`src/mcm_pkg.sv`:
```
`timescale 1ns / 1ps
// ----------------------------------------------------------------------------
// mcm_pkg
// shared widths, limits and the lane result type for the color moments block
// ----------------------------------------------------------------------------
package mcm_pkg;

  localparam int CNT_W = 17;
  localparam int S1_W  = 24;
  localparam int S2_W  = 32;
  localparam int S3_W  = 40;

  localparam logic [CNT_W-1:0] MAX_REGION_PIXELS = 17'd65536;

  typedef struct packed {
    logic               done;
    logic [15:0]        mean;
    logic [15:0]        spread;
    logic signed [16:0] skew;
  } lane_res_t;

endpackage

```
`src/mcm_lane.sv`:
```
`timescale 1ns / 1ps
// ----------------------------------------------------------------------------
// mcm_lane
// one color channel: running sums of value, square and cube, then a serial
// finish (shift-add multiplier, restoring divider, square and cube root)
// ----------------------------------------------------------------------------
module mcm_lane
  import mcm_pkg::*;
(
  input  logic             clk,
  input  logic             rst,
  input  logic             pix_en,
  input  logic [7:0]       pix,
  input  logic             go,
  input  logic [CNT_W-1:0] n,
  output lane_res_t        res
);

  localparam logic [3:0] PH_IDLE  = 4'd0;
  localparam logic [3:0] PH_SQ    = 4'd1;
  localparam logic [3:0] PH_NS2   = 4'd2;
  localparam logic [3:0] PH_NS1   = 4'd3;
  localparam logic [3:0] PH_NS1S2 = 4'd4;
  localparam logic [3:0] PH_NN    = 4'd5;
  localparam logic [3:0] PH_NNS3  = 4'd6;
  localparam logic [3:0] PH_SQS1  = 4'd7;
  localparam logic [3:0] PH_DIVM  = 4'd8;
  localparam logic [3:0] PH_SQRT  = 4'd9;
  localparam logic [3:0] PH_DIVS  = 4'd10;
  localparam logic [3:0] PH_CBRT  = 4'd11;
  localparam logic [3:0] PH_DIVK  = 4'd12;

  // input stage
  logic        p_en;
  logic        p_go;
  logic [7:0]  p_v;
  logic [15:0] p_v2;

  logic [S1_W-1:0] s1;
  logic [S2_W-1:0] s2;
  logic [S3_W-1:0] s3;

  logic [3:0]  phase;
  logic        run;
  logic [5:0]  cnt;

  logic [79:0] ma;
  logic [39:0] mb;
  logic [79:0] prod;
  logic [47:0] sq;
  logic [49:0] dv;
  logic [79:0] tmp;
  logic [79:0] pos;
  logic [79:0] neg;
  logic        kneg;

  logic [71:0] rem;
  logic [98:0] xs;
  logic [33:0] yr;
  logic [67:0] y2;

  logic        done;
  logic [15:0] mean;
  logic [15:0] spread;
  logic [16:0] skew;

  logic [79:0] mul_a;
  logic [39:0] mul_b;
  logic [79:0] prod_step;
  logic [33:0] div_in;
  logic [71:0] div_sh;
  logic        div_ge;
  logic [71:0] div_rem;
  logic [15:0] div_q;
  logic [71:0] sq_sh;
  logic [71:0] sq_trial;
  logic        sq_ge;
  logic [33:0] cb_yd;
  logic [71:0] cb_yd_w;
  logic [71:0] cb_y2d;
  logic [71:0] cb_b;
  logic [71:0] cb_sh;
  logic        cb_ge;
  logic        mag_neg;
  logic [79:0] mag;
  logic        fin;

  always_ff @(posedge clk) begin
    if (rst) begin
      p_en <= 1'b0;
      p_go <= 1'b0;
    end else begin
      p_en <= pix_en;
      p_go <= go;
    end
    p_v  <= pix;
    p_v2 <= 16'(pix * pix);
  end

  assign fin = (phase == PH_DIVK) && run && (cnt == 6'd0);

  always_ff @(posedge clk) begin
    if (rst || fin) begin
      s1 <= '0;
      s2 <= '0;
      s3 <= '0;
    end else if (p_en) begin
      s1 <= s1 + S1_W'(p_v);
      s2 <= s2 + S2_W'(p_v2);
      s3 <= s3 + S3_W'(p_v2 * p_v);
    end
  end

  always_comb begin
    case (phase)
      PH_SQ:    begin mul_a = 80'(s1);  mul_b = 40'(s1); end
      PH_NS2:   begin mul_a = 80'(s2);  mul_b = 40'(n);  end
      PH_NS1:   begin mul_a = 80'(s1);  mul_b = 40'(n);  end
      PH_NS1S2: begin mul_a = tmp;      mul_b = 40'(s2); end
      PH_NN:    begin mul_a = 80'(n);   mul_b = 40'(n);  end
      PH_NNS3:  begin mul_a = tmp;      mul_b = s3;      end
      PH_SQS1:  begin mul_a = 80'(sq);  mul_b = 40'(s1); end
      default:  begin mul_a = '0;       mul_b = '0;      end
    endcase
  end

  assign prod_step = mb[0] ? prod + ma : prod;

  assign div_in  = (phase == PH_DIVM) ? {2'b00, s1, 8'h00} : yr;
  assign div_sh  = {rem[70:0], xs[98]};
  assign div_ge  = div_sh >= 72'(n);
  assign div_rem = div_ge ? div_sh - 72'(n) : div_sh;
  assign div_q   = {yr[14:0], div_ge};

  assign sq_sh    = {rem[69:0], xs[98:97]};
  assign sq_trial = 72'({yr, 2'b01});
  assign sq_ge    = sq_sh >= sq_trial;

  // b = 3*y*(y+1) + 1 from the running square, no multiplier needed
  assign cb_yd   = {yr[32:0], 1'b0};
  assign cb_yd_w = 72'(cb_yd);
  assign cb_y2d  = 72'({y2[65:0], 2'b00});
  assign cb_b    = cb_y2d + {cb_y2d[70:0], 1'b0} + cb_yd_w + {cb_yd_w[70:0], 1'b0} + 72'd1;
  assign cb_sh   = {rem[68:0], xs[98:96]};
  assign cb_ge   = cb_sh >= cb_b;

  assign mag_neg = neg > pos;
  assign mag     = mag_neg ? neg - pos : pos - neg;

  always_ff @(posedge clk) begin
    if (rst) begin
      phase <= PH_IDLE;
      run   <= 1'b0;
      done  <= 1'b0;
    end else begin
      done <= 1'b0;
      unique case (phase) inside
        PH_IDLE: begin
          run <= 1'b0;
          if (p_go) begin
            phase <= PH_SQ;
          end
        end
        PH_SQ, PH_NS2, PH_NS1, PH_NS1S2, PH_NN, PH_NNS3, PH_SQS1: begin
          if (!run) begin
            ma   <= mul_a;
            mb   <= mul_b;
            prod <= '0;
            cnt  <= 6'd39;
            run  <= 1'b1;
          end else begin
            prod <= prod_step;
            ma   <= {ma[78:0], 1'b0};
            mb   <= {1'b0, mb[39:1]};
            cnt  <= cnt - 6'd1;
            if (cnt == 6'd0) begin
              run   <= 1'b0;
              phase <= phase + 4'd1;
              case (phase)
                PH_SQ:    sq  <= prod_step[47:0];
                PH_NS2:   dv  <= (prod_step[49:0] >= 50'(sq)) ?
                                 prod_step[49:0] - 50'(sq) : '0;
                PH_NS1:   tmp <= prod_step;
                PH_NS1S2: pos <= prod_step + {prod_step[78:0], 1'b0};
                PH_NN:    tmp <= prod_step;
                PH_NNS3:  neg <= prod_step;
                default:  neg <= neg + {prod_step[78:0], 1'b0};
              endcase
            end
          end
        end
        PH_DIVM, PH_DIVS, PH_DIVK: begin
          if (!run) begin
            rem <= 72'(div_in[33:16]);
            xs  <= {div_in[15:0], 83'd0};
            yr  <= '0;
            cnt <= 6'd15;
            run <= 1'b1;
          end else begin
            rem <= div_rem;
            xs  <= {xs[97:0], 1'b0};
            yr  <= {yr[32:0], div_ge};
            cnt <= cnt - 6'd1;
            if (cnt == 6'd0) begin
              run <= 1'b0;
              case (phase)
                PH_DIVM: begin
                  mean  <= div_q;
                  phase <= PH_SQRT;
                end
                PH_DIVS: begin
                  spread <= div_q;
                  phase  <= PH_CBRT;
                end
                default: begin
                  skew  <= kneg ? 17'd0 - {1'b0, div_q} : {1'b0, div_q};
                  done  <= 1'b1;
                  phase <= PH_IDLE;
                end
              endcase
            end
          end
        end
        PH_SQRT: begin
          if (!run) begin
            rem <= '0;
            xs  <= {2'b00, dv, 16'h0000, 31'd0};
            yr  <= '0;
            cnt <= 6'd33;
            run <= 1'b1;
          end else begin
            rem <= sq_ge ? sq_sh - sq_trial : sq_sh;
            xs  <= {xs[96:0], 2'b00};
            yr  <= {yr[32:0], sq_ge};
            cnt <= cnt - 6'd1;
            if (cnt == 6'd0) begin
              run   <= 1'b0;
              phase <= PH_DIVS;
            end
          end
        end
        PH_CBRT: begin
          if (!run) begin
            rem  <= '0;
            y2   <= '0;
            yr   <= '0;
            xs   <= {mag[74:0], 24'd0};
            kneg <= mag_neg;
            cnt  <= 6'd32;
            run  <= 1'b1;
          end else begin
            xs  <= {xs[95:0], 3'b000};
            cnt <= cnt - 6'd1;
            if (cb_ge) begin
              rem <= cb_sh - cb_b;
              yr  <= cb_yd + 34'd1;
              y2  <= 68'(cb_y2d + {cb_yd_w[70:0], 1'b0} + 72'd1);
            end else begin
              rem <= cb_sh;
              yr  <= cb_yd;
              y2  <= 68'(cb_y2d);
            end
            if (cnt == 6'd0) begin
              run   <= 1'b0;
              phase <= PH_DIVK;
            end
          end
        end
        default: begin
          phase <= PH_IDLE;
          run   <= 1'b0;
        end
      endcase
    end
  end

  assign res.done   = done;
  assign res.mean   = mean;
  assign res.spread = spread;
  assign res.skew   = skew;

endmodule

```
`config.mk`:
```
export PLATFORM = sky130hd
export DESIGN_NAME = mcm_lane
export DESIGN_NICKNAME = d
export VERILOG_FILES = /design/src/mcm_pkg.sv /design/src/mcm_lane.sv
export SDC_FILE = /design/constraint.sdc
export NUM_CORES = 2
export LEC_CHECK = 0
export BUFFER_PORTS_ARGS = -buffer_cell sky130_fd_sc_hd__buf_4
export CAP_MARGIN = 10
export CORE_MARGIN = 2
export CORE_UTILIZATION = 40
export CTS_BUF_LIST = sky130_fd_sc_hd__clkbuf_8
export DETAILED_ROUTE_END_ITERATION = 10
export PLACE_DENSITY = 0.61
export SLEW_MARGIN = 20
export SYNTH_ARGS = -nofsm -noshare
export SYNTH_HDL_FRONTEND = slang
export SYNTH_SLANG_ARGS = --single-unit
```
`constraint.sdc`:
```
create_clock -name clk -period 10.75 [get_ports clk]
set_clock_uncertainty 0.15 [all_clocks]
set_input_delay 1.075 -clock clk [delete_from_list [all_inputs] [get_ports clk]]
set_output_delay 1.075 -clock clk [all_outputs]
set_load 0.01 [all_outputs]
```
==> impl_metrics.json <==
{
  "final_antenna_net_count": 0,
  "rows": 176,
  "cts_made_buffers": 188,
  "cap_violations": 0,
  "clock-sinks": 965,
  "fp.dieH_um": 484,
  "place_congestion": 0.987,
  "ys.flop_type": "edfxtp_1",
  "grt_pass1_vias": 80500,
  "path_clk_slew_ns": 0.07,
  "drt-pass1-iter-count": 9,
  "setup_viol": 0,
  "cts_tree": "yes",
  "rsz0062_at_grt": "false",
  "avgSynthCellArea_um2": 8.57,
  "die_area_um2": 234000,
  "wl_per_cell_um": 23.9,
  "mostFrequentLayoutCell": "a21oi_1",
  "clock_tree.root_cell": "clkbuf_8",
  "cts_buffer_depth": 3,
  "slowest_stage": "a211oi_1",
  "drv_slew": 0,
  "timing.final.ws_setup_ns": 0.818,
  "utilization_pct": 43.3,
  "drtIter0Drc": 8364,
  "leakage_uw": 0.0418,
  "antenna_found_initial": 12,
  "setup_tns_ns": 0,
  "finalHoldViolCount": 0,
  "overflow": 0,
  "hpwl_mm": 256,
  "yosysTopAreaCell": "edfxtp_1",
  "crit_arrival_ns": 10.61,
  "synth-warning-count": 0,
  "postCtsSetupBuffers": 0,
  "stdcell_area_um2": 99400,
  "die_w_um": 484,
  "syn_to_final_growth_pct": 7.80,
  "synth_top_area_share_pct": 27.3,
  "critPathBufInv": 4,
  "dpl_cell_area_um2": 95300,
  "synth_cell_types": 93,
  "grt_max_degree": 226,
  "crit_fanout": 51,
  "yosysSeqAreaShare_pct": 30.1,
  "final_cell_mix": "1,111 x a21oi_1, 1,053 x nand2_1, 860 x ha_1",
  "setup.worst_path.start_class": "flip-flop",
  "wl_mm": 329,
  "power_uw": 25700,
  "drc": 0,
  "worstPathRequired_ns": 11.43,
  "core_area_um2": 229000,
  "path_class": "flip-flop to flip-flop",
  "start_util_pct": 40.2,
  "io_pins": 79,
  "vias_per_cell": 6.01,
  "fmax_ghz": 0.101,
  "cts.htree.levels": 4,
  "endpoint_kind": "flip-flop",
  "fillers": 22700,
  "worst_slew_pin_slew_ns": 1.17,
  "ys_ff_latch": 965,
  "synth_edf_count": 839,
  "power.density_nw_per_um2": 259,
  "vias": 82800,
  "period_minus_slack_ns": 9.93,
  "nNetsFinal": 11700,
  "slew_headroom_pct": 21.3,
  "dp_slack_ns": 0.795,
  "finalCritPeriodShare_pct": 92.4,
  "netlist_instances": 10800,
  "netlist_area_um2": 92200,
  "yosys-top-cells-area": "edfxtp_1 27%, ha_1 12%, a21oi_1 6.0%",
  "cp_top_family": "compound AO/OA/AOI/OAI gates",
  "io_buffers": 78,
  "ir_worst_vdd_v": 0.000337,
  "grt_usage_pct": 27.1,
  "grt_pass1_wl_mm": 497,
  "hp-class": "input port to flip-flop",
  "layout-drive-gt1-share_pct": 5.46,
  "cpPeakStageDelay_ns": 0.60,
  "status": "finished, final reports clean",
  "async_flop_share_pct": 0,
  "clkLatencyLatePin_ns": 1.02
}
==> logic make-up (layout without fill, tap and decap cells) <==
| logic type | after synthesis | in the layout | share of synthesized area [%] |
|---|---|---|---|
| AOI/OAI and AO/OA | 3423 | 3423 | 23.5 |
| xor gates and xnor gates | 743 | 743 | 7.07 |
| adders and majority gates | 1057 | 1057 | 16.0 |
| buffers and inverters | 1305 | 1281 | 5.37 |
| DFF | 965 | 965 | 30.1 |
| muxes | 238 | 238 | 2.68 |
| other | 1 | 9 | 0.00407 |
| and+or+nand+nor | 3024 | 3024 | 15.4 |
==> per-stage QoR <==
| stage | cells | hold slack, ns |
|---|---|---|
| after floorplan | 10800 | 0.313 |
| after global placement | 13400 | 0.329 |
| after detailed placement | 13400 | 0.338 |
| after CTS | 13800 | 0.000385 |
| after global routing | 13800 | 0.0328 |
| final | 13800 | 0.0894 |
==> flip-flops by register name (all words and copies together), names as in the netlist, 48 cells and up <==
register and count:
ma 80, neg 80, pos 80, prod 80, tmp 80, xs 75, rem 71, y2 65
dv 50, sq 48
==> layer usage <==
metal / vias up / share of wire, % / global-route usage [%]
met1: 40400 / 45 / 37.9
met4: 10 / 4.0 / 9.92
li1: 38700 / - / -
met5: - / 0.022 / 0
met3: 636 / 7.2 / 4.59
met2: 3052 / 44 / 41.9
==> report_power, final <==
group          internal (uW)  total, uW  switching [uW]  leakage [uW]
clock                   2150       4060            1910       0.00219
sequential              5190       5450             256       0.00873
combinational           6190      16200           10000        0.0308
==> cell type report <==
cell class	instances	area (um2)	area share, %
repair buffers	159	1290	1.30
flip-flops and latches	965	27700	27.9
clock buffers	197	2710	2.73
multi-input cells	8487	59700	60.1
diodes	7	17.5	0.0176
clock inverters	157	1260	1.27
well taps	3026	3790	3.81
inverters	768	2880	2.90
==> repair_timing <==
item	in CTS	in global routing
hold endpoints to repair	1	0
setup endpoints to repair	0	2
hold buffers	1	0
resized for setup	0	1
==> path summary, 6_finish.rpt <==
check	from	endpoint	slack, ns	depth (start not counted)
max reg2reg	yr[4]	rem[57]	0.82	31
max	yr[4]	rem[57]	0.82	31
min	pix[0]	p_v2[0]	0.09	1
min reg2reg	s3[38]	s3[38]	0.35	2
==> cells in the mapped netlist (all sizes together), types with 26 or more instances <==
cell / count
mux2i: 167
a31oi: 60
nand2b: 80
dfxtp: 126
a222oi: 49
nand4: 200
xnor2: 422
a21boi: 49
fa: 197
ha: 860
mux2: 71
nor2: 747
nand3: 159
nor3: 148
and2: 192
a21oi: 1112
o22ai: 26
a21o: 418
o21ai: 737
a22oi: 156
nor4: 54
o211ai: 87
edfxtp: 839
buf: 73
o21a: 113
clkbuf: 464
and3: 83
o21bai: 165
nor2b: 151
nand2: 1055
o31ai: 54
a221oi: 29
inv: 767
xor2: 320
or3: 56
o221ai: 33
a211oi: 86
==> worst register-to-register path, delay by kind of cell, from the launching register on <==
kind / cells / cell delay, ns
AO/OA/AOI/OAI: 13 / 3.71
AND/OR/NAND/NOR: 9 / 2.52
adder cells (fa/ha/maj): 4 / 1.79
buffers and inverters: 4 / 0.94
flip-flops: 1 / 0.50
XOR/XNOR: 1 / 0.15
Note: power is estimated with default switching activity, not from simulation.
